**src/design/cmme_pkg.sv**
```systemverilog
package cmme_pkg;

  localparam int SAMPLE_W = 16;
  localparam int COLUMN_W = 10;
  localparam int COUNT_W  = 11;

  // operation codes, code 3 has no meaning
  typedef enum logic [1:0] {
    OP_ADD   = 2'd0,
    OP_READ  = 2'd1,
    OP_CLEAR = 2'd2
  } cmme_op_t;

  typedef struct packed {
    logic [1:0]                  operation;
    logic [COLUMN_W-1:0]         column;
    logic signed [SAMPLE_W-1:0]  sample_value;
  } cmme_in_t;

  typedef struct packed {
    logic                        accepted;
    logic                        column_used;
    logic signed [SAMPLE_W-1:0]  column_low;
    logic signed [SAMPLE_W-1:0]  column_high;
    logic                        any_used;
    logic signed [SAMPLE_W-1:0]  total_low;
    logic signed [SAMPLE_W-1:0]  total_high;
    logic [COUNT_W-1:0]          used_count;
  } cmme_out_t;

  // one column entry of the envelope memory
  typedef struct packed {
    logic signed [SAMPLE_W-1:0]  low;
    logic signed [SAMPLE_W-1:0]  high;
  } cmme_ent_t;

  // update request from the compute stage to the running totals
  typedef struct packed {
    logic                        fold;
    logic                        first;
    logic                        clear;
    logic signed [SAMPLE_W-1:0]  value;
  } cmme_upd_t;

endpackage

```
**src/design/cmme_totals.sv**
```systemverilog
module cmme_totals (
  input  logic                                clk,
  input  logic                                rst_n,
  input  cmme_pkg::cmme_upd_t                 upd,
  output logic signed [cmme_pkg::SAMPLE_W-1:0] low_nxt,
  output logic signed [cmme_pkg::SAMPLE_W-1:0] high_nxt,
  output logic [cmme_pkg::COUNT_W-1:0]        count_nxt
);

  logic signed [cmme_pkg::SAMPLE_W-1:0] low_r;
  logic signed [cmme_pkg::SAMPLE_W-1:0] high_r;
  logic [cmme_pkg::COUNT_W-1:0]         count_r;

  // running overall envelope and used count
  always_comb begin
    low_nxt   = low_r;
    high_nxt  = high_r;
    count_nxt = count_r;
    if (upd.clear) begin
      low_nxt   = '0;
      high_nxt  = '0;
      count_nxt = '0;
    end else if (upd.fold) begin
      if (count_r == '0) begin
        low_nxt  = upd.value;
        high_nxt = upd.value;
      end else begin
        if (upd.value < low_r) low_nxt = upd.value;
        if (upd.value > high_r) high_nxt = upd.value;
      end
      if (upd.first) begin
        count_nxt = count_r + cmme_pkg::COUNT_W'(1);
      end
    end
  end

  always_ff @(posedge clk) begin
    if (!rst_n) begin
      low_r   <= '0;
      high_r  <= '0;
      count_r <= '0;
    end else begin
      low_r   <= low_nxt;
      high_r  <= high_nxt;
      count_r <= count_nxt;
    end
  end

  a_order: assert property (@(posedge clk) disable iff (!rst_n)
    (count_r != '0) |-> (low_r <= high_r))
    else $error("overall low above overall high");

  a_clear: assert property (@(posedge clk) disable iff (!rst_n)
    upd.clear |=> ((count_r == '0) && (low_r == '0) && (high_r == '0)))
    else $error("totals not reset by clear");

  a_empty_zero: assert property (@(posedge clk) disable iff (!rst_n)
    (count_r == '0) |-> ((low_r == '0) && (high_r == '0)))
    else $error("empty table with nonzero totals");

endmodule

```
**config.mk**
```make
export PLATFORM = sky130hd
export DESIGN_NAME = cmme_totals
export DESIGN_NICKNAME = d
export VERILOG_FILES = /design/src/design/cmme_pkg.sv /design/src/design/cmme_totals.sv
export SDC_FILE = /design/constraint.sdc
export NUM_CORES = 1
export LEC_CHECK = 0
export ABC_AREA = 1
export BUFFER_PORTS_ARGS = -buffer_cell sky130_fd_sc_hd__buf_2
export CAP_MARGIN = 10
export CORE_UTILIZATION = 56
export CTS_CLUSTER_SIZE = 14
export DETAILED_ROUTE_END_ITERATION = 7
export GPL_ROUTABILITY_DRIVEN = 0
export PLACE_DENSITY = 0.81
export SYNTH_ARGS = -nofsm -noshare
export SYNTH_HDL_FRONTEND = slang
export SYNTH_SLANG_ARGS = --single-unit
```
**constraint.sdc**
```tcl
create_clock -name clk -period 2.4 [get_ports clk]
set_clock_uncertainty 0.05 [all_clocks]
set_input_delay 0.12 -clock clk [delete_from_list [all_inputs] [get_ports clk]]
set_output_delay 0.12 -clock clk [all_outputs]
set_load 0.1 [all_outputs]
```
# After elaboration in Yosys (flattened, before gate mapping)
# Index checks and enable logic that the tools add are counted.
word_totals:
  regBits: 43
  input_bits: 21
  out_inout_bits: 43
  word_cells: 18
op_classes:
  n_addsub: 1
  magnitude_cmp: 2
  mux: 11
  n_reduce_logical: 1
ops:
  columns: ["cell", "count"]
  rows:
  - ["2-to-1 mux 16 bit", 8]
  - ["2-to-1 mux 11 bit", 3]
  - ["greater-than comparator 16 bit", 1]
  - ["less-than comparator 16 bit", 1]
  - ["adder 11 x 1 -> 11 bit (second input constant)", 1]
  - ["zero test 11 bit", 1]

# Logic depth before layout (Yosys ltp)
# Gate-level depths: netlist of the first run.
logic_depth:
  ltp_word: 5
  mapped_depth: 18
  depth_no_buf: 17

# Least setup slack after synthesis of the first run
# Ideal clock, no wire load.
synth_timing:
  path_type: "register to output"
  from: "reg count_r[1] (netlist bit)"
  to: "out count_nxt[8] (netlist bit)"
  t_arrival_ps: 3118
  required_ps: 2230
  slack_ps: -888
  stages_incl_launch_ff: 12
  path_buffers: 0
  cell_sequence: "dfxtp_1 > ha_1 > inv_1 > nor2_4 > inv_2 > nor2_4 > nand2_2 > nor2_2 > nand2_1 > nand2_1 > inv_1 > nor3_1"
synth_between:
  elab_chain_len: 4
synth_rtl:
  columns: ["item", "line_no", "text"]
  rows:
  - ["start, declared", "cmme_totals.sv:12", "logic [cmme_pkg::COUNT_W-1:0] count_r;"]
  - ["start signal, assigned", "cmme_totals.sv:45", "count_r <= count_nxt;"]
  - ["adder 11 x 1 -> 11 bit", "cmme_totals.sv:32", "count_nxt = count_r + cmme_pkg::COUNT_W'(1);"]
  - ["2-to-1 mux 11 bit", "cmme_totals.sv:31", "if (upd.first) begin"]
  - ["2-to-1 mux 11 bit", "cmme_totals.sv:23", "end else if (upd.fold) begin"]
  - ["2-to-1 mux 11 bit", "cmme_totals.sv:19", "if (upd.clear) begin"]
  - ["end, declared", "cmme_totals.sv:7", "output logic [cmme_pkg::COUNT_W-1:0] count_nxt"]
# No other way between the ends.

# Final worst setup path of the first run
layout_timing:
  from: "reg high_r[3] (netlist bit)"
  to: "out high_nxt[15] (netlist bit)"
layout_between:
  elab_chain_len: 5
layout_rtl:
  columns: ["item", "line_no", "text"]
  rows:
  - ["start, declared", "cmme_totals.sv:11", "logic signed [cmme_pkg::SAMPLE_W-1:0] high_r;"]
  - ["start signal, assigned", "cmme_totals.sv:44", "high_r <= high_nxt;"]
  - ["greater-than comparator 16 bit", "cmme_totals.sv:29", "if (upd.value > high_r) high_nxt = upd.value;"]
  - ["2-to-1 mux 16 bit", "cmme_totals.sv:29", null]
  - ["2-to-1 mux 16 bit", "cmme_totals.sv:24", "if (count_r == '0) begin"]
  - ["2-to-1 mux 16 bit", "cmme_totals.sv:23", null]
  - ["2-to-1 mux 16 bit", "cmme_totals.sv:19", null]
  - ["end, declared", "cmme_totals.sv:6", "output logic signed [cmme_pkg::SAMPLE_W-1:0] high_nxt,"]
# No other way between the ends.

==> summary.txt, run 1 <==
Min path
  – Worst hold path class: in -> reg
  – Hold wc startpoint: upd[7]

Layout
  – Commonest non-fill, non-tap cell in the layout: inv_1
  – Share of cells above drive strength 1: 52.0%
  – Sequential Area: 870 sq um
  – Filler cells: between 150 and 200
  – Nets: 611
  – Area taken by multi-input logic gates: 2390 sq um
  – Antenna diode count: 0
  – Most frequent cells in the layout: 74 x inv_1, 45 x nand2_1, 38 x buf_12
  – Area grow syn2layout: 60.8%

CTS
  – Max clock buf depth: 2
  – Clk slew on worst S/H paths: about 0.090 ns
  – CTS Buf Count: 5
  – Clock latency on the worst-skew pair: 0.31 ns
  – # hold bufs at CTS: 0
  – CTS tree: done
  – Clock sink count: 43
  – Clk root buf: clkbuf_8
  – H-tree levels: 2

Setup path
  – Critical path required time: 2.23 ns
  – CP most frequent cell: nand2_1
  – Cell family with most CP delay: simple AND/OR/NAND/NOR gates
  – Cell breakdown of the critical path: inv_1 > ha_1 > nand2_1 > inv_1 > o21ai_1 > nand3_2 > nand2_2 > nand2_1 > nand2_1 > nand2_2 > nand2_4 > nand2_8 > nand2_1 > nand3_1 > inv_2 > buf_12
  – Worst Path Max Fanout: 16
  – Critical Path Start: high_r[3]$_SDFF_PN0_
  – Data arrival, critical path: ~3 ns
  – Crit-path max cell delay: 0.32 ns
  – Critical R2R Launch: high_r[3]$_SDFF_PN0_
  – Crit Path Class: reg -> out
  – Startpoint Class: flip-flop
  – CP max stage cell: dfxtp_1
  – Worst setup EP type: output pin
  – WP buf/inv: 4

Yosys
  – #FFs+latches synth: 43
  – Compound-gate portion of the synthesized area: 3.46%
  – Syn avg cell area: 6.77 sq um
  – Cells after synthesis: 470
  – Largest family of logic cells by synthesized area: simple AND/OR/NAND/NOR gates
  – Synth Area in Adders: 13.0%
  – Most used flip-flop cell after synthesis: dfxtp_1
  – Synthesized area: 3180 sq um
  – Sequential fraction of the synthesis area: 27.1%
  – Mux cell area share after synthesis: 0%
  – Async S/R FF share, synth: 0%
  – Xor-xnor portion of the synthesized cell area: 0.275%
  – Ys Warns: 0
  – Mapped Nets: between 500 and 600
  – Post-synth EDFFs: 0
  – Post-Synth Simple-Gate Area: 39.4%
  – Distinct cells, synth: 36

Detailed routing
  – Drt total wl: 14400 um
  – Final ANT Viol Nets: 0
  – # DRC: 2
  – 1st-iter DRT viols: 477
  – Vias per cell: 6.41
  – First-pass DRT Iterations: 8
  – Vias: 4036
  – WL/cell: about 23 um

Die
  – Placeable Area: 5510 sq um
  – # rows: 27
  – Die width: between 70 and 80 um
  – Initial Util: between 50% and 60%
  – Die ar.: ~6000 sq um
  – Die Y: slightly below 80 um
  – Num ports: 64

Placement
  – Dpl ws: ~0.078 ns
  – I/O Buffers: 63
  – Final HPWL DP: 5760 um

Power
  – VDD IR max: between 400 and 500 uV
  – Leakage: approximately 2.4 nW
  – Total power: 2.53 mW
  – P per Cell Area: 494 nW/um^2

GRT
  – Grt met2 use: 63.5%
  – Met3 usage: a little under a tenth
  – Gr usage total: 35.4%
  – Vias in the first global route: 3678
  – Grt peak-use layer: met2
  – Antenna violations before repair: 0
  – Grt ovf: 0
  – First-pass GRT wire length: between 15000 and 20000 um
  – Global-route met1 utilization: between 30% and 40%
  – Largest net degree at the start of global routing: 44

Timing
  – Setup ws final: -0.783 ns
  – Hold Vio Cnt, Final: 0
  – Tmin final: ~3.2 ns
  – Highest attainable clock frequency: 314 MHz
  – Worst-Margin Slew: 0.631 ns
  – RSZ-0062 raised after global routing: yes
  – Setup violations, final: 60
  – Period utilisation layout: 133%
  – Relative slew slack: between 50 and 60%
  – Max-slew violations: 0

Run
  – Max-Cap Viols: 0

Status
  – Failing checks: design-rule violations, negative setup slack
  – Outcome: finished, violations left
-- layout make-up --
class / count / area share [%]
clock buffers: 6 / 1.61
clock inverters: 2 / 0.685
inverters: 118 / 9.59
multi-input cells: 293 / 46.8
flip-flops and latches: 43 / 17.0
well taps: 72 / 1.76
repair buffers: 96 / 22.6
-- repair_timing --
action	in CTS	in global routing
endpoints found under the setup margin	33	51
resized for setup	83	62
gates cloned	1	0
setup buffers	13	15
pin swaps	30	33
-- path summary, 6_finish.rpt --
kind / slack, ns / endpoint / cells after the start
setup reg to reg: -0.32 / high_r[14]$_SDFF_PN0_ / 16
hold reg to reg: 0.57 / low_r[4]$_SDFF_PN0_ / 4
setup / recovery: -0.78 / high_nxt[15] / 16
hold / removal: 0.23 / low_r[7]$_SDFF_PN0_ / 5
-- sequential cells by signal, summed over array words and instances, names as in the netlist --
register / cells
low_r: 16
count_r: 11
high_r: 16
-- per-stage QoR --
step | area, sq um | std cells | TNS [ns] | hold slack (ns) | util (%)
after floorplan | 3270 | 470 | -0.0376 | 0.256 | -
after global placement | 4170 | 594 | 0 | 0.498 | 75.7
after detailed placement | 4170 | 594 | 0 | 0.506 | 75.7
after CTS | 4710 | 616 | -5.43 | 0.194 | 85.5
after global routing | 5110 | 630 | -27.40 | 0.253 | 92.9
final | 5110 | 630 | -23.46 | 0.233 | 92.9
-- Yosys cell counts (2+ instances only) --
cell | count | area [sq um]
a21oi_1 | 9 | 45.0
nand3_2 | 11 | 110
nor2_4 | 3 | 33.8
nand4_1 | 3 | 18.8
buf_6 | 2 | 22.5
buf_2 | 3 | 15.0
nor2_2 | 14 | 87.6
buf_4 | 3 | 22.5
inv_2 | 2 | 7.51
nor2_1 | 39 | 146
ha_1 | 33 | 413
o21bai_1 | 2 | 15.0
nor4_1 | 9 | 56.3
clkbuf_1 | 7 | 26.3
nor3_1 | 13 | 65.1
buf_1 | 2 | 7.51
o21ai_0 | 4 | 20.0
nand2_1 | 64 | 240
nand2_4 | 4 | 45.0
nand2_2 | 13 | 81.3
inv_1 | 115 | 432
nand3_1 | 59 | 295
dfxtp_1 | 43 | 861
-- where the power goes --
part	internal [mW]	switching [mW]
Combinational	0.386	0.770
Clock	0.337	0.278
Sequential	0.741	0.0134
-- metal layers --
metal  vias to the layer above  share of wire (%)
met5                         -                  0
met4                         0                7.6
met3                       141                 11
met2                       411                 46
met1                      1852                 35
li1                       1632                  -
-- cells by family after synthesis --
kind of cell | after synthesis
buf+inv | 135
flops | 43
compound gates | 19
xor+xnor | 1
fa+ha+maj | 33
simple gates | 239
-- worst reg2reg max path, delay by kind of cell, from the launching register on --
kind | cells | cell delay [ns]
AO/OA/AOI/OAI | 1 | 0.22
flip-flops | 1 | 0.32
buffers and inverters | 3 | 0.45
adder cells (fa/ha/maj) | 1 | 0.32
AND/OR/NAND/NOR | 11 | 1.29
Power figures use the tool's default switching activity.
==> inputs of run 2 (changes only) <==
Settings changed: CORE_UTILIZATION 56 to 25, PLACE_DENSITY 0.81 to default, SETUP_SLACK_MARGIN from default to 0.05.
==> run 2 against run 1 <==
Compared with the run above:
- sequential power about the same
- critical path type unchanged
- routed wire length down 27%
- largest cell class unchanged
- flip-flop and latch count unchanged
- worst setup slack better by 0.54 ns
- first-iteration DRC count down 69%
- die area up 120%
- largest power group unchanged
- total power up 5.2%
- non-clock buffer count down 3
- via count down 19%
- critical endpoint is now low_nxt[14]
- maximum frequency up 20%
- final cell count up 15%
- core utilization down 47 points
- the flow finishes with violations (negative setup slack)
==> summary.txt, run 2 (synthesized netlist as in run 1, its figures left out) <==
Min path
  – Worst hold path class: in -> reg (unchanged)
  – Hold Path Sink: count_r[0]$_SDFF_PN0_ (was low_r[7]$_SDFF_PN0_)
  – Hold path depth: 4 (was 5)
  – Hold wc startpoint: upd[17] (was upd[7])

Setup path
  – CP max stage cell: dfxtp_1 (unchanged)
  – FF-to-FF End: high_r[9]$_SDFF_PN0_ (was high_r[14]$_SDFF_PN0_)
  – Crit Path Class: reg -> out (unchanged)
  – Reg2Reg Setup Slack: 0.07 ns (was -0.32 ns)
  – CP most frequent cell: nand3_4 (was nand2_1)
  – Startpoint Class: flip-flop (unchanged)
  – Worst setup EP type: output pin (unchanged)
  – Worst reg-to-reg path cell count: 16 (unchanged)
  – Critical R2R Launch: high_r[7]$_SDFF_PN0_ (was high_r[3]$_SDFF_PN0_)
  – Cell breakdown of the critical path: inv_2 > ha_4 > nand2_1 > inv_1 > o21bai_1 > a21oi_2 > nor2_2 > nand2_2 > nand2_2 > nand3_4 > buf_12 > buf_6 > nand3_4 > nand3_4 > clkinvlp_4 > buf_12 (was inv_1 > ha_1 > nand2_1 > inv_1 > o21ai_1 > nand3_2 > nand2_2 > nand2_1 > nand2_1 > nand2_2 > nand2_4 > nand2_8 > nand2_1 > nand3_1 > inv_2 > buf_12)
  – Critical path required time: 2.23 ns (about the same)
  – Data arrival, critical path: 2.47 ns (was 3.01 ns)
  – WP buf/inv: 6 (was 4)
  – Cell family with most CP delay: buffers and inverters (was simple AND/OR/NAND/NOR gates)
  – Worst Path Max Fanout: 4 (was 16)
  – Crit-path max cell delay: 0.31 ns (was 0.32 ns)

CTS
  – CTS Buf Count: 5 (unchanged)
  – Clock sink count: 43 (unchanged)
  – Max clock buf depth: 2 (unchanged)
  – Clock latency on the worst-skew pair: 0.29 ns (was 0.31 ns)
  – Clk slew on worst S/H paths: 0.07 ns (was 0.09 ns)
  – H-tree levels: 2 (unchanged)
  – CTS tree: done (unchanged)
  – Clk root buf: clkbuf_16 (was clkbuf_8)

Timing
  – Max-slew violations: 0 (unchanged)
  – Hold Vio Cnt, Final: 0 (unchanged)
  – Worst-Margin Slew: 0.669 ns (was 0.631 ns)
  – Period utilisation layout: 110% (was 133%)
  – Setup ws final: -0.243 ns (was -0.783 ns)
  – Total negative slack: -6.64 ns (was -23.46 ns)
  – Tmin final: 2.64 ns (was 3.18 ns)
  – Highest attainable clock frequency: 378 MHz (was 314 MHz)
  – RSZ-0062 raised after global routing: yes (unchanged)
  – Setup violations, final: 32 (was 60)
  – Relative slew slack: 55.4% (was 58.0%)

Layout
  – Share of cells above drive strength 1: 58.7% (was 52.0%)
  – Filler cells: 1151 (was 184)
  – Top flop regs: high_r (16), low_r (16), count_r (11) (unchanged)
  – Sequential Area: 882 sq um (was 870 sq um)
  – Area taken by multi-input logic gates: 2620 sq um (was 2390 sq um)
  – Commonest non-fill, non-tap cell in the layout: inv_1 (unchanged)
  – Most frequent cells in the layout: 65 x inv_1, 38 x buf_12, 36 x nand2_1 (was 74 x inv_1, 45 x nand2_1, 38 x buf_12)
  – Nets: 609 (was 611)
  – Area grow syn2layout: 75.0% (was 60.8%)

Detailed routing
  – Vias per cell: 4.53 (was 6.41)
  – First-pass DRT Iterations: 4 (was 8)
  – Vias: 3280 (was 4036)
  – Final ANT Viol Nets: 0 (unchanged)
  – WL/cell: 14.5 um (was 22.8 um)
  – Drt total wl: 10500 um (was 14400 um)
  – 1st-iter DRT viols: 147 (was 477)
  – # DRC: 0 (was 2)

Status
  – Failing checks: negative setup slack (was design-rule violations, negative setup slack)
  – Outcome: finished, violations left (unchanged)

Power
  – Leakage: 2.37 nW (was 2.39 nW)
  – P per Cell Area: 477 nW/um^2 (was 494 nW/um^2)
  – VDD IR max: 438 uV (was 434 uV)

GRT
  – Largest net degree at the start of global routing: 44 (unchanged)
  – Grt ovf: 0 (unchanged)
  – First-pass GRT wire length: 16000 um (was 16600 um)
  – Gr usage total: 15.3% (was 35.4%)
  – Antenna violations before repair: 1 (was 0)
  – Vias in the first global route: 3331 (was 3678)

Die
  – Placeable Area: 12200 sq um (was 5510 sq um)
  – Die width: 115 um (was 77.4 um)
  – Initial Util: 26.1% (was 57.8%)
  – Die Y: 115 um (was 77.4 um)
  – Die ar.: 13200 sq um (was 5990 sq um)
  – Num ports: 64 (unchanged)
  – # rows: 40 (was 27)

Placement
  – Final HPWL DP: 6440 um (was 5760 um)
  – I/O Buffers: 63 (unchanged)
  – Dpl ws: 0.00376 ns (was 0.0779 ns)

Run
  – Max-Cap Viols: 0 (unchanged)
## run 2: cell count changes in the layout (fill, tap and decap cells not counted), sizes merged
cell,before,now
nand2,82,83
clkinv,2,1
clkinvlp,10,21
buf,96,92
inv,107,97
diode,0,1
## run 2: cell type report
| cell class | instances | share of cell area (%) |
|---|---|---|
| clock buffers | 5 | 2.25 |
| well taps | 168 | 3.78 |
| inverters | 118 | 9.35 |
| multi-input cells | 294 | 47.1 |
| flip-flops and latches | 43 | 15.8 |
| clock inverters | 2 | 0.674 |
| repair buffers | 93 | 20.9 |
| diodes | 1 | 0.0449 |
## run 2: worst max path at each step
stage                           from            to  slack (ns)  cells after the start
5_1_grt          low_r[9]$_SDFF_PN0_    low_nxt[7]       -0.38                     16
2_1_floorplan  count_r[1]$_SDFF_PN0_  count_nxt[8]       -0.03                     11
4_1_cts          low_r[5]$_SDFF_PN0_    low_nxt[8]       -0.14                     14
3_5_place_dp   high_r[11]$_SDFF_PN0_   high_nxt[0]       0.004                     16
3_3_place_gp   high_r[11]$_SDFF_PN0_   high_nxt[0]        0.05                     16
6_report         low_r[9]$_SDFF_PN0_   low_nxt[14]       -0.24                     16
## run 2: power by group
group	switching, mW	leakage, nW	internal (mW)
Clock	0.292	0.0759	0.486
Sequential	0.0104	0.358	0.743
Combinational	0.723	1.93	0.402
## run 2: stage by stage
stage / area (sq um) / power, mW / std cells / util [%] / hold slack [ns]
floorplan: 3320 / 1.38 / 470 / - / 0.256
global placement: 4340 / 1.64 / 690 / 35.5 / 0.495
detailed placement: 4340 / 1.65 / 690 / 35.5 / 0.508
CTS: 5090 / 2.55 / 713 / 41.7 / 0.216
global route: 5570 / 2.76 / 724 / 45.6 / 0.233
finish: 5570 / 2.66 / 724 / 45.6 / 0.205
## run 2: what timing repair did
| action | in CTS | in global routing |
|---|---|---|
| gates resized for setup | 96 | 88 |
| hold buffers | 0 | 0 |
| endpoints found under the setup margin | 33 | 34 |
| pin swaps | 21 | 37 |
| setup buffers | 13 | 9 |
| cloned | 3 | 1 |
## run 2: worst reg2reg max path: cells and delay by family, from the launching register on
kind | cells | cell delay (ns)
DFF | 1 | 0.33
buffers and inverters | 3 | 0.35
adders and majority gates | 1 | 0.27
AOI/OAI and AO/OA | 2 | 0.34
and+or+nand+nor | 10 | 0.92
## run 2: metal layers
layer	wire [um]	vias to the layer above	part of all wire (%)	track usage, %
met3	547	17	5.2	4.11
met1	4400	1542	42	18.1
met2	5300	90	51	27.2
met5	0	-	0	0
li1	-	1631	-	-
met4	229	0	2.2	4.24
==> inputs of run 3 (changes only) <==
Settings changed: CTS_BUF_LIST from default to sky130_fd_sc_hd__clkbuf_4, SLEW_MARGIN from default to 20.
==> run 3 against run 2 <==
Compared with the run above:
- the flow still finishes with violations (negative setup slack)
- maximum frequency decreased by 2.6%
- critical path depth decreased by 3
- cell area decreased by 6.4%
- clock power decreased by 38%
- largest cell class unchanged
- highest routed layer unchanged
==> summary.txt, run 3 (synthesized netlist as in run 1, its figures left out) <==
Setup path
  – WP buf/inv: 4 (was 6)
  – Startpoint Class: flip-flop (unchanged)
  – Critical path required time: 2.23 ns (about the same)
  – Crit Path Class: reg -> out (unchanged)
  – Worst Path Max Fanout: 7 (was 4)
  – Data arrival, critical path: 2.54 ns (was 2.47 ns)
  – CP max stage cell: dfxtp_1 (unchanged)
  – Crit-path max cell delay: 0.35 ns (was 0.31 ns)
  – Cell breakdown of the critical path: inv_2 > ha_1 > nand4_1 > nor2_4 > nand2_2 > a21oi_2 > nand2_2 > nand2_8 > buf_12 > nand3_2 > nand3_2 > clkinvlp_4 > buf_12 (was inv_2 > ha_4 > nand2_1 > inv_1 > o21bai_1 > a21oi_2 > nor2_2 > nand2_2 > nand2_2 > nand3_4 > buf_12 > buf_6 > nand3_4 > nand3_4 > clkinvlp_4 > buf_12)
  – Reg2Reg Setup Slack: 0.10 ns (was 0.07 ns)
  – Cell family with most CP delay: simple AND/OR/NAND/NOR gates (was buffers and inverters)
  – Worst setup EP type: output pin (unchanged)

Layout
  – Sequential Area: 880 sq um (was 882 sq um)
  – Commonest non-fill, non-tap cell in the layout: inv_1 (unchanged)
  – Top flop regs: high_r (16), low_r (16), count_r (11) (unchanged)
  – Post-route insts no fill: 721 (was 724)
  – Area grow syn2layout: 63.7% (was 75.0%)
  – Final core occ: 42.7% (was 45.6%)
  – Share of cells above drive strength 1: 51.8% (was 58.7%)
  – Most frequent cells in the layout: 67 x inv_1, 52 x nand2_1, 37 x buf_12 (was 65 x inv_1, 38 x buf_12, 36 x nand2_1)
  – Filler cells: 1216 (was 1151)
  – Nets: 606 (was 609)
  – Area taken by multi-input logic gates: 2390 sq um (was 2620 sq um)

Timing
  – Worst hold slack: 0.0980 ns (was 0.205 ns)
  – Worst-Margin Slew: 0.649 ns (was 0.669 ns)
  – Max-slew violations: 0 (unchanged)
  – Setup violations, final: 32 (unchanged)
  – Setup ws final: -0.314 ns (was -0.243 ns)
  – Relative slew slack: 56.7% (was 55.4%)
  – Highest attainable clock frequency: 369 MHz (was 378 MHz)
  – Period utilisation layout: 113% (was 110%)
  – RSZ-0062 raised after global routing: yes (unchanged)
  – Tmin final: 2.71 ns (was 2.64 ns)
  – Hold Vio Cnt, Final: 0 (unchanged)

Status
  – Failing checks: negative setup slack (unchanged)
  – Outcome: finished, violations left (unchanged)

Min path
  – Worst hold path class: in -> reg (unchanged)

GRT
  – Global-route met1 utilization: 17.4% (was 18.1%)
  – Antenna violations before repair: 1 (unchanged)
  – Vias in the first global route: 3244 (was 3331)
  – Grt met2 use: 25.2% (was 27.2%)
  – Grt peak-use layer: met2 (unchanged)
  – First-pass GRT wire length: 15200 um (was 16000 um)
  – Largest net degree at the start of global routing: 44 (unchanged)
  – Gr usage total: 14.6% (was 15.3%)
  – Met3 usage: 4.01% (was 4.11%)
  – Grt ovf: 0 (unchanged)

Run
  – Max-Cap Viols: 0 (unchanged)

CTS
  – H-tree levels: 2 (unchanged)
  – CTS tree: done (unchanged)
  – # hold bufs at CTS: 0 (unchanged)
  – Clk slew on worst S/H paths: 0.16 ns (was 0.07 ns)
  – Max clock buf depth: 2 (unchanged)
  – Clock sink count: 43 (unchanged)
  – Clk root buf: clkbuf_4 (was clkbuf_16)
  – CTS Buf Count: 5 (unchanged)
  – Clock latency on the worst-skew pair: 0.38 ns (was 0.29 ns)

Power
  – Leakage: 2.24 nW (was 2.37 nW)
  – P per Cell Area: 437 nW/um^2 (was 477 nW/um^2)
  – VDD IR max: 316 uV (was 438 uV)

Detailed routing
  – Final ANT Viol Nets: 0 (unchanged)
  – First-pass DRT Iterations: 4 (unchanged)
  – Vias: 3220 (was 3280)
  – # DRC: 0 (unchanged)
  – Drt total wl: 9760 um (was 10500 um)
  – 1st-iter DRT viols: 189 (was 147)
  – Vias per cell: 4.47 (was 4.53)
  – WL/cell: 13.5 um (was 14.5 um)

Die
  – Placeable Area: 12200 sq um (unchanged)
  – Die Y: 115 um (unchanged)
  – Die ar.: 13200 sq um (unchanged)
  – Die width: 115 um (unchanged)
  – Num ports: 64 (unchanged)
  – Initial Util: 26.1% (unchanged)
  – # rows: 40 (unchanged)

Placement
  – Final HPWL DP: 6440 um (unchanged)
  – I/O Buffers: 63 (unchanged)
  – # placed instances: 690 (unchanged)
[run 3: cell types whose count changed in the layout (fill, tap and decap cells not counted), moves of 4 or more]
| cell | previous run | this run |
|---|---|---|
| nand2_1 | 36 | 52 |
| nand3_1 | 30 | 34 |
| clkbuf_4 | 0 | 7 |
| nand2_4 | 15 | 2 |
| ha_4 | 22 | 17 |
| dfxtp_1 | 26 | 32 |
| ha_1 | 11 | 16 |
| clkbuf_16 | 6 | 1 |
| dfxtp_2 | 17 | 9 |
[run 3: worst reg2reg max path, delay by kind of cell (launching register included)]
family / cells / cell delay, ns
fa+ha+maj: 1 / 0.27
flops: 1 / 0.35
buf+inv: 3 / 0.34
simple gates: 9 / 1.10
compound gates: 1 / 0.15
[run 3: timing repair]
item | in CTS | in global routing
gates cloned | 2 | 2
setup buffers | 13 | 6
resized for setup | 47 | 86
setup endpoints to repair | 34 | 43
pin swaps | 26 | 32
[run 3: power breakdown]
group / switching (mW) / internal [mW] / total (mW)
combinational: 0.681 / 0.365 / 1.05
clock: 0.267 / 0.214 / 0.481
sequential: 0.00975 / 0.740 / 0.750
[run 3: metrics by stage]
stage	area (sq um)	power (mW)	TNS [ns]	worst slack [ns]
after CTS	4720	2.19	-8.80	-0.316
final	5210	2.28	-8.91	-0.314
after floorplan	3320	1.38	-0.0251	-0.0251
after global routing	5210	2.38	-14.25	-0.486
after detailed placement	4340	1.65	0	0.00376
after global placement	4340	1.64	0	0.0457
[run 3: worst paths after layout]
| path | cells after the start | start | endpoint |
|---|---|---|---|
| hold / removal | 5 | upd[4] | high_r[4]$_SDFF_PN0_ |
| setup / recovery | 13 | high_r[12]$_SDFF_PN0_ | high_nxt[11] |
| setup reg to reg | 14 | high_r[12]$_SDFF_PN0_ | high_r[7]$_SDFF_PN0_ |
| hold reg to reg | 4 | low_r[1]$_SDFF_PN0_ | low_r[1]$_SDFF_PN0_ |
[run 3: final cells by class]
type / count / area share (%)
inverters: 118 / 9.94
flip-flops and latches: 43 / 16.9
repair buffers: 90 / 21.7
well taps: 168 / 4.03
clock buffers: 5 / 0.720
diodes: 1 / 0.0480
multi-input cells: 294 / 45.9
clock inverters: 2 / 0.720
[run 3: layer usage]
metal,share of wire [%],up-vias
met1,43,1497
met5,0,-
met4,2.0,0
met3,5.4,16
met2,50,82
li1,-,1625
